`config.mk`:
```
export PLATFORM = sky130hd
export DESIGN_NAME = free_list_slot_allocator_top
export DESIGN_NICKNAME = d
export VERILOG_FILES = /design/src/rtl/fsa_pkg.sv /design/src/rtl/fsa_ram.sv /design/src/rtl/fsa_ctrl.sv /design/src/rtl/fsa_datapath.sv /design/src/rtl/free_list_slot_allocator_top.sv
export SDC_FILE = /design/constraint.sdc
export NUM_CORES = 2
export LEC_CHECK = 0
export BUFFER_PORTS_ARGS = -buffer_cell sky130_fd_sc_hd__buf_2
export CORE_MARGIN = 2
export CORE_UTILIZATION = 50
export DETAILED_ROUTE_END_ITERATION = 10
export PLACE_DENSITY_LB_ADDON = 0.3
export SYNTH_ARGS = -nofsm -noshare
export SYNTH_HDL_FRONTEND = slang
export SYNTH_SLANG_ARGS = --single-unit
```
`constraint.sdc`:
```
create_clock -name clk -period 34.8 [get_ports clk]
set_input_delay 3.48 -clock clk [delete_from_list [all_inputs] [get_ports clk]]
set_output_delay 3.48 -clock clk [all_outputs]
set_load 0.05 [all_outputs]
```
`src/rtl/fsa_pkg.sv`:
```
// ----------------------------------------------------------------------------
// fsa_pkg: shared types for the free list slot allocator
// Operation codes, fixed field widths and the controller/datapath interface.
// ----------------------------------------------------------------------------
`default_nettype none

package fsa_pkg;

  // fixed field widths
  localparam int unsigned OP_W    = 2;
  localparam int unsigned SLOT_W  = 9;
  localparam int unsigned GRANT_W = 8;
  localparam int unsigned COUNT_W = 9;
  localparam int unsigned CFG_W   = 9;

  // saturation value of the freed count
  localparam logic [COUNT_W-1:0] FREED_MAX = '1;

  // register reset value of slots_in_use
  localparam int unsigned CFG_RESET = 256;

  // operation codes
  typedef enum logic [OP_W-1:0] {
    OP_ALLOC     = 2'd0,
    OP_FREE      = 2'd1,
    OP_MARK      = 2'd2,
    OP_RESET_ALL = 2'd3
  } op_t;

  // commands from controller to datapath
  typedef struct packed {
    logic sweep_init;
    logic sweep_step;
    logic alloc_read;
    logic alloc_pop;
    logic free_push;
    logic walk_init;
    logic walk_read;
    logic walk_step;
    logic emit;
    logic emit_oom;
    logic emit_freed;
  } ctrl_cmd_t;

  // status from datapath to controller
  typedef struct packed {
    logic head_empty;
    logic slot_ok;
    logic walk_done;
    logic sweep_last;
  } dp_status_t;

endpackage

`default_nettype wire

```
`src/rtl/fsa_ram.sv`:
```
// ----------------------------------------------------------------------------
// fsa_ram: generic single write, single read RAM
// One write port and one read port, read data registered.
// ----------------------------------------------------------------------------
`default_nettype none

module fsa_ram #(
  parameter int unsigned WIDTH = 9,
  parameter int unsigned DEPTH = 256
) (
  input  wire logic                     clk,
  input  wire logic                     we,
  input  wire logic [$clog2(DEPTH)-1:0] waddr,
  input  wire logic [WIDTH-1:0]         wdata,
  input  wire logic [$clog2(DEPTH)-1:0] raddr,
  output logic      [WIDTH-1:0]         rdata
);

  logic [WIDTH-1:0] mem [DEPTH];

  // write port
  always_ff @(posedge clk) begin
    if (we) begin
      mem[waddr] <= wdata;
    end
  end

  // registered read port
  always_ff @(posedge clk) begin
    rdata <= mem[raddr];
  end

endmodule

`default_nettype wire

```
`src/rtl/fsa_ctrl.sv`:
```
// ----------------------------------------------------------------------------
// fsa_ctrl: allocator controller
// Sequences alloc, free, walk and rechain sweep over the datapath.
// ----------------------------------------------------------------------------
`default_nettype none

module fsa_ctrl (
  input  wire logic                           clk,
  input  wire logic                           rst_n,
  input  wire logic                           start,
  input  wire logic [fsa_pkg::OP_W-1:0]       op,
  input  wire fsa_pkg::dp_status_t            status,
  output logic                                busy,
  output fsa_pkg::ctrl_cmd_t                  cmd
);

  typedef enum logic [4:0] {
    S_SWEEP   = 5'b00001,
    S_IDLE    = 5'b00010,
    S_ALLOC_RD = 5'b00100,
    S_WALK_TEST = 5'b01000,
    S_WALK_RD = 5'b10000
  } state_t;

  state_t state_r, state_nxt;
  logic   from_op_r, from_op_nxt;

  // state and sweep origin flag
  always_ff @(posedge clk) begin
    if (!rst_n) begin
      state_r   <= S_SWEEP;
      from_op_r <= 1'b0;
    end else begin
      state_r   <= state_nxt;
      from_op_r <= from_op_nxt;
    end
  end

  // next state and commands
  always_comb begin
    state_nxt   = state_r;
    from_op_nxt = from_op_r;
    cmd         = '0;
    case (state_r)
      S_SWEEP: begin
        cmd.sweep_step = 1'b1;
        if (status.sweep_last) begin
          cmd.emit    = from_op_r;
          from_op_nxt = 1'b0;
          state_nxt   = S_IDLE;
        end
      end
      S_IDLE: begin
        if (start) begin
          case (fsa_pkg::op_t'(op))
            fsa_pkg::OP_ALLOC: begin
              if (status.head_empty) begin
                cmd.emit     = 1'b1;
                cmd.emit_oom = 1'b1;
              end else begin
                cmd.alloc_read = 1'b1;
                state_nxt      = S_ALLOC_RD;
              end
            end
            fsa_pkg::OP_FREE: begin
              cmd.free_push = status.slot_ok;
              cmd.emit      = 1'b1;
            end
            fsa_pkg::OP_MARK: begin
              if (status.slot_ok && !status.head_empty) begin
                cmd.walk_init = 1'b1;
                state_nxt     = S_WALK_TEST;
              end else begin
                cmd.emit = 1'b1;
              end
            end
            fsa_pkg::OP_RESET_ALL: begin
              cmd.sweep_init = 1'b1;
              from_op_nxt    = 1'b1;
              state_nxt      = S_SWEEP;
            end
            default: begin
              state_nxt = S_IDLE;
            end
          endcase
        end
      end
      S_ALLOC_RD: begin
        cmd.alloc_pop = 1'b1;
        cmd.emit      = 1'b1;
        state_nxt     = S_IDLE;
      end
      S_WALK_TEST: begin
        if (status.walk_done) begin
          cmd.emit       = 1'b1;
          cmd.emit_freed = 1'b1;
          state_nxt      = S_IDLE;
        end else begin
          cmd.walk_read = 1'b1;
          state_nxt     = S_WALK_RD;
        end
      end
      S_WALK_RD: begin
        cmd.walk_step = 1'b1;
        state_nxt     = S_WALK_TEST;
      end
      default: begin
        state_nxt = S_IDLE;
      end
    endcase
  end

  assign busy = (state_r != S_IDLE);

endmodule

`default_nettype wire

```
`src/rtl/fsa_datapath.sv`:
```
// ----------------------------------------------------------------------------
// fsa_datapath: allocator datapath
// Link RAM, head pointer, walk and sweep registers, config and result regs.
// ----------------------------------------------------------------------------
`default_nettype none

module fsa_datapath #(
  parameter int unsigned POOL_SLOTS = 256
) (
  input  wire logic                             clk,
  input  wire logic                             rst_n,
  input  wire fsa_pkg::ctrl_cmd_t               cmd,
  input  wire logic [fsa_pkg::SLOT_W-1:0]       slot,
  input  wire logic                             cfg_we,
  input  wire logic [fsa_pkg::CFG_W-1:0]        cfg_wdata,
  output fsa_pkg::dp_status_t                   status,
  output logic                                  res_valid,
  output logic      [fsa_pkg::GRANT_W-1:0]      res_granted,
  output logic      [fsa_pkg::COUNT_W-1:0]      res_freed,
  output logic                                  res_oom
);

  // link width holds the end marker, address width indexes the pool
  localparam int unsigned CW = $clog2(POOL_SLOTS + 1);
  localparam int unsigned AW = $clog2(POOL_SLOTS);
  localparam logic [31:0] P32 = 32'(POOL_SLOTS);
  localparam logic [CW-1:0] END_MARK = CW'(POOL_SLOTS);
  localparam logic [AW-1:0] LAST_IDX = AW'(POOL_SLOTS - 1);
  localparam int unsigned N_RESET =
    (POOL_SLOTS < fsa_pkg::CFG_RESET) ? POOL_SLOTS : fsa_pkg::CFG_RESET;

  logic [fsa_pkg::CFG_W-1:0]   cfg_r;
  logic [CW-1:0]               n_r, n_nxt;
  logic [AW-1:0]               idx_r, idx_nxt;
  logic [CW-1:0]               head_r, head_nxt;
  logic [CW-1:0]               cur_r, cur_nxt;
  logic [CW-1:0]               stop_r, stop_nxt;
  logic [CW-1:0]               steps_r, steps_nxt;
  logic [fsa_pkg::COUNT_W-1:0] freed_r, freed_nxt;

  logic                        valid_r;
  logic [fsa_pkg::GRANT_W-1:0] granted_r;
  logic [fsa_pkg::COUNT_W-1:0] freed_out_r;
  logic                        oom_r;

  logic          ram_we;
  logic [AW-1:0] ram_waddr;
  logic [CW-1:0] ram_wdata;
  logic [AW-1:0] ram_raddr;
  logic [CW-1:0] ram_rdata;
  logic [CW-1:0] idx_plus1;
  logic [CW-1:0] cfg_clamped;

  // config register
  always_ff @(posedge clk) begin
    if (!rst_n) begin
      cfg_r <= fsa_pkg::CFG_W'(fsa_pkg::CFG_RESET);
    end else if (cfg_we) begin
      cfg_r <= cfg_wdata;
    end
  end

  // clamp slots_in_use to 1..POOL_SLOTS
  always_comb begin
    if (cfg_r == '0) begin
      cfg_clamped = CW'(1);
    end else if (32'(cfg_r) > P32) begin
      cfg_clamped = END_MARK;
    end else begin
      cfg_clamped = CW'(cfg_r);
    end
  end

  // rechain sweep link value
  assign idx_plus1 = CW'(idx_r) + CW'(1);

  // link memory port selection
  always_comb begin
    ram_we    = 1'b0;
    ram_waddr = idx_r;
    ram_wdata = (idx_plus1 < n_r) ? idx_plus1 : END_MARK;
    if (cmd.free_push) begin
      ram_we    = 1'b1;
      ram_waddr = AW'(slot);
      ram_wdata = head_r;
    end else if (cmd.walk_step) begin
      ram_we    = 1'b1;
      ram_waddr = cur_r[AW-1:0];
      ram_wdata = head_r;
    end else if (cmd.sweep_step) begin
      ram_we    = 1'b1;
    end
    ram_raddr = cmd.walk_read ? cur_r[AW-1:0] : head_r[AW-1:0];
  end

  fsa_ram #(
    .WIDTH (CW),
    .DEPTH (POOL_SLOTS)
  ) u_link_ram (
    .clk   (clk),
    .we    (ram_we),
    .waddr (ram_waddr),
    .wdata (ram_wdata),
    .raddr (ram_raddr),
    .rdata (ram_rdata)
  );

  // pointer, walk and sweep register updates
  always_comb begin
    n_nxt     = n_r;
    idx_nxt   = idx_r;
    head_nxt  = head_r;
    cur_nxt   = cur_r;
    stop_nxt  = stop_r;
    steps_nxt = steps_r;
    freed_nxt = freed_r;
    if (cmd.sweep_init) begin
      idx_nxt = '0;
      n_nxt   = cfg_clamped;
    end
    if (cmd.sweep_step) begin
      idx_nxt = idx_r + AW'(1);
      if (idx_r == LAST_IDX) begin
        head_nxt = '0;
      end
    end
    if (cmd.alloc_pop) begin
      head_nxt = ram_rdata;
    end
    if (cmd.free_push) begin
      head_nxt = CW'(slot);
    end
    if (cmd.walk_init) begin
      stop_nxt  = head_r;
      cur_nxt   = CW'(slot);
      steps_nxt = '0;
      freed_nxt = '0;
    end
    if (cmd.walk_step) begin
      head_nxt  = cur_r;
      cur_nxt   = ram_rdata;
      steps_nxt = steps_r + CW'(1);
      if (freed_r != fsa_pkg::FREED_MAX) begin
        freed_nxt = freed_r + fsa_pkg::COUNT_W'(1);
      end
    end
  end

  always_ff @(posedge clk) begin
    if (!rst_n) begin
      n_r    <= CW'(N_RESET);
      idx_r  <= '0;
      head_r <= '0;
    end else begin
      n_r    <= n_nxt;
      idx_r  <= idx_nxt;
      head_r <= head_nxt;
    end
  end

  always_ff @(posedge clk) begin
    cur_r   <= cur_nxt;
    stop_r  <= stop_nxt;
    steps_r <= steps_nxt;
    freed_r <= freed_nxt;
  end

  // status to controller
  assign status.head_empty = (32'(head_r) >= P32);
  assign status.slot_ok    = (32'(slot) < P32);
  assign status.walk_done  = (cur_r == stop_r) || (32'(cur_r) >= P32) ||
                             (steps_r == END_MARK);
  assign status.sweep_last = (idx_r == LAST_IDX);

  // result registers, strobe for one cycle
  always_ff @(posedge clk) begin
    if (!rst_n) begin
      valid_r <= 1'b0;
    end else begin
      valid_r <= cmd.emit;
    end
  end

  always_ff @(posedge clk) begin
    granted_r   <= cmd.alloc_pop ? fsa_pkg::GRANT_W'(head_r) : '0;
    freed_out_r <= cmd.emit_freed ? freed_r : '0;
    oom_r       <= cmd.emit_oom;
  end

  assign res_valid   = valid_r;
  assign res_granted = granted_r;
  assign res_freed   = freed_out_r;
  assign res_oom     = oom_r;

endmodule

`default_nettype wire

```
`src/rtl/free_list_slot_allocator_top.sv`:
```
// ----------------------------------------------------------------------------
// free_list_slot_allocator_top: free list slot allocator
// Fixed pool of slots kept as a singly linked free list in a link RAM.
//
//   channel   ports                                              handshake
//   input     in_op, in_slot                                     start & !busy
//   result    out_granted_slot, out_freed_count,                 out_valid strobe
//             out_out_of_memory
//   config    cfg_wdata                                          cfg_we
//
// Alloc issues one link RAM read and pops the head in S_ALLOC_RD; free and an empty alloc finish in S_IDLE.
// Reset from mark passes S_WALK_TEST and S_WALK_RD once per freed slot; a null mark or empty list ends in S_IDLE.
// Reset all runs a rechain sweep with one RAM write a cycle.
// After reset the same sweep runs with busy high.
// Each result shows on out_valid for one cycle, the cycle after the work ends;
// the receiver cannot stall, config writes are taken at any time.
// ----------------------------------------------------------------------------
`default_nettype none

module free_list_slot_allocator_top #(
  parameter int unsigned POOL_SLOTS = 256
) (
  input  wire logic                           clk,
  input  wire logic                           rst_n,
  input  wire logic                           start,
  output logic                                busy,
  input  wire logic [fsa_pkg::OP_W-1:0]       in_op,
  input  wire logic [fsa_pkg::SLOT_W-1:0]     in_slot,
  output logic                                out_valid,
  output logic      [fsa_pkg::GRANT_W-1:0]    out_granted_slot,
  output logic      [fsa_pkg::COUNT_W-1:0]    out_freed_count,
  output logic                                out_out_of_memory,
  input  wire logic                           cfg_we,
  input  wire logic [fsa_pkg::CFG_W-1:0]      cfg_wdata
);

  fsa_pkg::ctrl_cmd_t  cmd;
  fsa_pkg::dp_status_t status;

  // controller
  fsa_ctrl u_ctrl (
    .clk    (clk),
    .rst_n  (rst_n),
    .start  (start),
    .op     (in_op),
    .status (status),
    .busy   (busy),
    .cmd    (cmd)
  );

  // datapath
  fsa_datapath #(
    .POOL_SLOTS (POOL_SLOTS)
  ) u_datapath (
    .clk         (clk),
    .rst_n       (rst_n),
    .cmd         (cmd),
    .slot        (in_slot),
    .cfg_we      (cfg_we),
    .cfg_wdata   (cfg_wdata),
    .status      (status),
    .res_valid   (out_valid),
    .res_granted (out_granted_slot),
    .res_freed   (out_freed_count),
    .res_oom     (out_out_of_memory)
  );

`ifndef NO_ASSERTIONS
  // a result only follows an accepted transaction or ongoing work
  a_result_origin: assert property (@(posedge clk) disable iff (!rst_n)
    out_valid |-> ($past(start && !busy) || $past(busy)))
    else $error("result strobe without a transaction in flight");

  // out of memory carries no grant and no count
  a_oom_clean: assert property (@(posedge clk) disable iff (!rst_n)
    out_out_of_memory |-> (out_valid && out_granted_slot == '0 &&
                           out_freed_count == '0))
    else $error("out of memory result with stray payload");

  // at most one link RAM writer per cycle
  a_one_writer: assert property (@(posedge clk) disable iff (!rst_n)
    $onehot0({cmd.sweep_step, cmd.free_push, cmd.walk_step}))
    else $error("link RAM write conflict");

  // reset all always enters the sweep
  a_reset_all_busy: assert property (@(posedge clk) disable iff (!rst_n)
    (start && !busy && in_op == fsa_pkg::OP_RESET_ALL) |=> busy)
    else $error("reset all did not start the sweep");
`endif

endmodule

`default_nettype wire
```
==> metrics.cfg <==
[timing]
rsz0062_at_grt = false
setup_viol = 0
hold_viol = 0
slew_headroom = 0.0365
tightest_slew_ns = 1.44
max_freq_mhz = 124
final.period_utilization = 0.231
fin_setup_tns_ns = 0
period_minus_slack_ns = 8.05
finalClockSkew_ns = 0.0526
final_max_slew_viol_count = 0

[synth]
yosysWarnings = 0
syn_nets = 6355
ys_ff_latch = 2409
synth_ff_type = edfxtp_1
netlist_area_um2 = 95900
yosysTopAreaCell = edfxtp_1
synth.most_common_cell = edfxtp_1
synth_edf_count = 2331
ys_seq_area_frac = 0.746
synthDistinctLibCells = 64
synth.area.top_cells = edfxtp_1, mux2i_1, nand2_1
yosysTopAreaCellShare = 0.730
synth_commonest_cells = edfxtp_1, nand2_1, mux2i_1
netlist_instances = 6313
synthArstFlopShare = 0
synth_area_per_cell_um2 = 15.2

[die]
start_util = 0.504
core_um2 = 190000
die_h_um = 442
die_x_um = 442
die-area_um2 = 195000
io_pins = 44
rows = 160

[power]
switchingPower_mw = 1.16
power_leakage_nw = 35.7
p_sw_frac = 0.202
ir_worst_vdd_v = 0.0000529
seqPwrFrac = 0.557
pwr-share-comb = 0.014
clockPowerShare = 0.429
internal_power_mw = 4.56
cellPowerDensity_nw_per_um2 = 53.8

[layout]
fin_nets = 6307
design_area_um2 = 106000
stdcell_count = 8974
drive_gt1_frac = 0.0848
syn_to_final_growth_pct = 10.7

[drt]
drt_pass1_iterations = 10
drt_iter0_drc = 8387
via_count = 57400
wl_per_cell_um = 29.1
via_per_inst = 6.40
postRouteAntennaNets = 0
wl_mm = 261
drc_errors = 0

[global_routing]
grt_pass1_vias = 53400
antenna_found_initial = 10
grtUsageTotal = 0.260
grt_max_degree = 209
grt_first_pass_wirelength_mm = 376
overflow = 0

[placement]
placed_cell_area_um2 = 98700
port_buffers = 43
dp_hpwl_mm = 150
gp_congestion = 0.872
dpl.cell_count = 8546

[hold_path]
min_path_type = register to register
hold_path_depth = 2

[setup_path]
r2r_slack_ns = 26.75
arrival_ns = 8.86
startpoint_type = register
reg2reg_depth = 13
cp_max_fo = 127
critical_path_class = register to register
cp.required_ns = 35.62
crit_path_end_kind = register

[cts]
clock_latency_ns = 0.89
cts-root-to-sink-buffers = 3
root_buffer = clkbuf_16
postCtsSetupRepairBufs = 0
clkTransAtPathRegs_ns = 0.06
cts_resized = 0
cts-htree-levels = 4
cts_buffers = 228
postCtsHoldBufs = 0
cts_tree = done
cts_num_sinks = 2409

[job]
maxCapViolCount = 0

[status]
outcome = complete, no violations

## logic make-up (layout without fill, tap and decap cells)
family,Yosys count,in the layout,share of synthesized area
AND/OR/NAND/NOR,1622,1622,0.0707
buffers and inverters,572,719,0.0260
AO/OA/AOI/OAI,1033,1033,0.0860
other,0,3,0
adder cells (fa/ha/maj),18,18,0.00235
flip-flops,2409,2409,0.746
multiplexers,634,634,0.0662
XOR/XNOR,25,25,0.00228
## through the flow
stage | util | worst slack, ns | total power [mW] | hold WS, ns
final | 0.557 | 26.75 | 5.71 | 0.485
after global routing | 0.557 | 26.46 | 5.84 | 0.516
after CTS | 0.557 | 26.77 | 5.73 | 0.492
after detailed placement | 0.519 | 26.79 | 3.32 | 0.476
after global placement | 0.519 | 26.73 | 3.32 | 0.464
after floorplan | - | 17.55 | 3.29 | 0.406
## path summary, 6_finish.rpt
kind | start | to
max reg2reg | u_datapath.cur_r[6]$_DFFE_PP_ | u_datapath.u_link_ram.rdata[7]$_DFF_P_
min reg2reg | u_datapath.n_r[8]$_SDFFE_PN1P_ | u_datapath.n_r[8]$_SDFFE_PN1P_
min | u_datapath.n_r[8]$_SDFFE_PN1P_ | u_datapath.n_r[8]$_SDFFE_PN1P_
max | u_datapath.cur_r[6]$_DFFE_PP_ | u_datapath.u_link_ram.rdata[7]$_DFF_P_
## worst max-delay path: stages (launching register included)
cell and delay, ns:
edfxtp_1 0.51, xor2_1 0.21, nor3_1 0.60, a31o_2 0.66, o311a_4 0.82, buf_4 0.78
buf_12 0.61, buf_4 0.75, buf_4 0.73, mux2i_1 0.16, a222oi_1 0.39, a211oi_1 0.23
a2111oi_0 0.99, and4_1 0.30
## state kept, by name, indices dropped and copies added (netlist names)
register and cells:
u_datapath.cur_r 9, u_datapath.res_valid 1, u_datapath.freed_r 9, u_datapath.stop_r 9, u_datapath.res_granted 8, u_datapath.u_link_ram.mem 2304, u_datapath.head_r 9, u_datapath.idx_r 8
u_datapath.cfg_r 9, u_ctrl.from_op_r 1, u_ctrl.state_r 5, u_datapath.u_link_ram.rdata 9, u_datapath.res_oom 1, u_datapath.steps_r 9, u_datapath.res_freed 9, u_datapath.n_r 9
## area by class of cell
class                   instances  area, um^2
flip-flops and latches       2409       71600
inverters                     131         492
diodes                          3        7.51
well taps                    2511        3140
fillers                     14500       84300
clock buffers                 280        5990
multi-input cells            3332       22200
repair buffers                163        1300
clock inverters               145        1380
## metal layers
metal / global-route usage / share of wire / vias to the layer above
met3: 0.0522 / 0.11 / 440
met5: 0 / 0.00068 / -
met1: 0.376 / 0.40 / 29000
met4: 0.0787 / 0.031 / 20
met2: 0.402 / 0.46 / 3287
li1: - / - / 24700
## power by group through the flow
stage                     Sequential (mW)  Clock [mW]  Combinational (mW)
after global routing                 3.18        2.58              0.0823
after floorplan                      3.26           0              0.0323
after detailed placement             3.24           0              0.0790
after global placement               3.24           0              0.0765
final                                3.18        2.45              0.0789
after CTS                            3.18        2.47              0.0790
## placed cells by master (no fill, tap or decap), drive strengths merged, types with 7 or more instances in the layout
cell type / n
edfxtp: 2331
nand2: 962
mux2i: 632
nor2: 310
clkbuf: 280
a211oi: 218
nand3: 200
a31oi: 182
buf: 163
a2111oi: 145
o221ai: 144
inv: 138
a222oi: 117
clkinv: 112
a311oi: 108
dfxtp: 78
nand4: 40
o21ai: 37
nor2b: 25
and3: 22
xor2: 21
bufinv: 19
ha: 18
and2: 17
a22oi: 17
a21oi: 16
o21a: 14
and4: 11
a21boi: 11
nor3b: 8
clkinvlp: 7
nor3: 7
(Power assumes the default switching activity.)
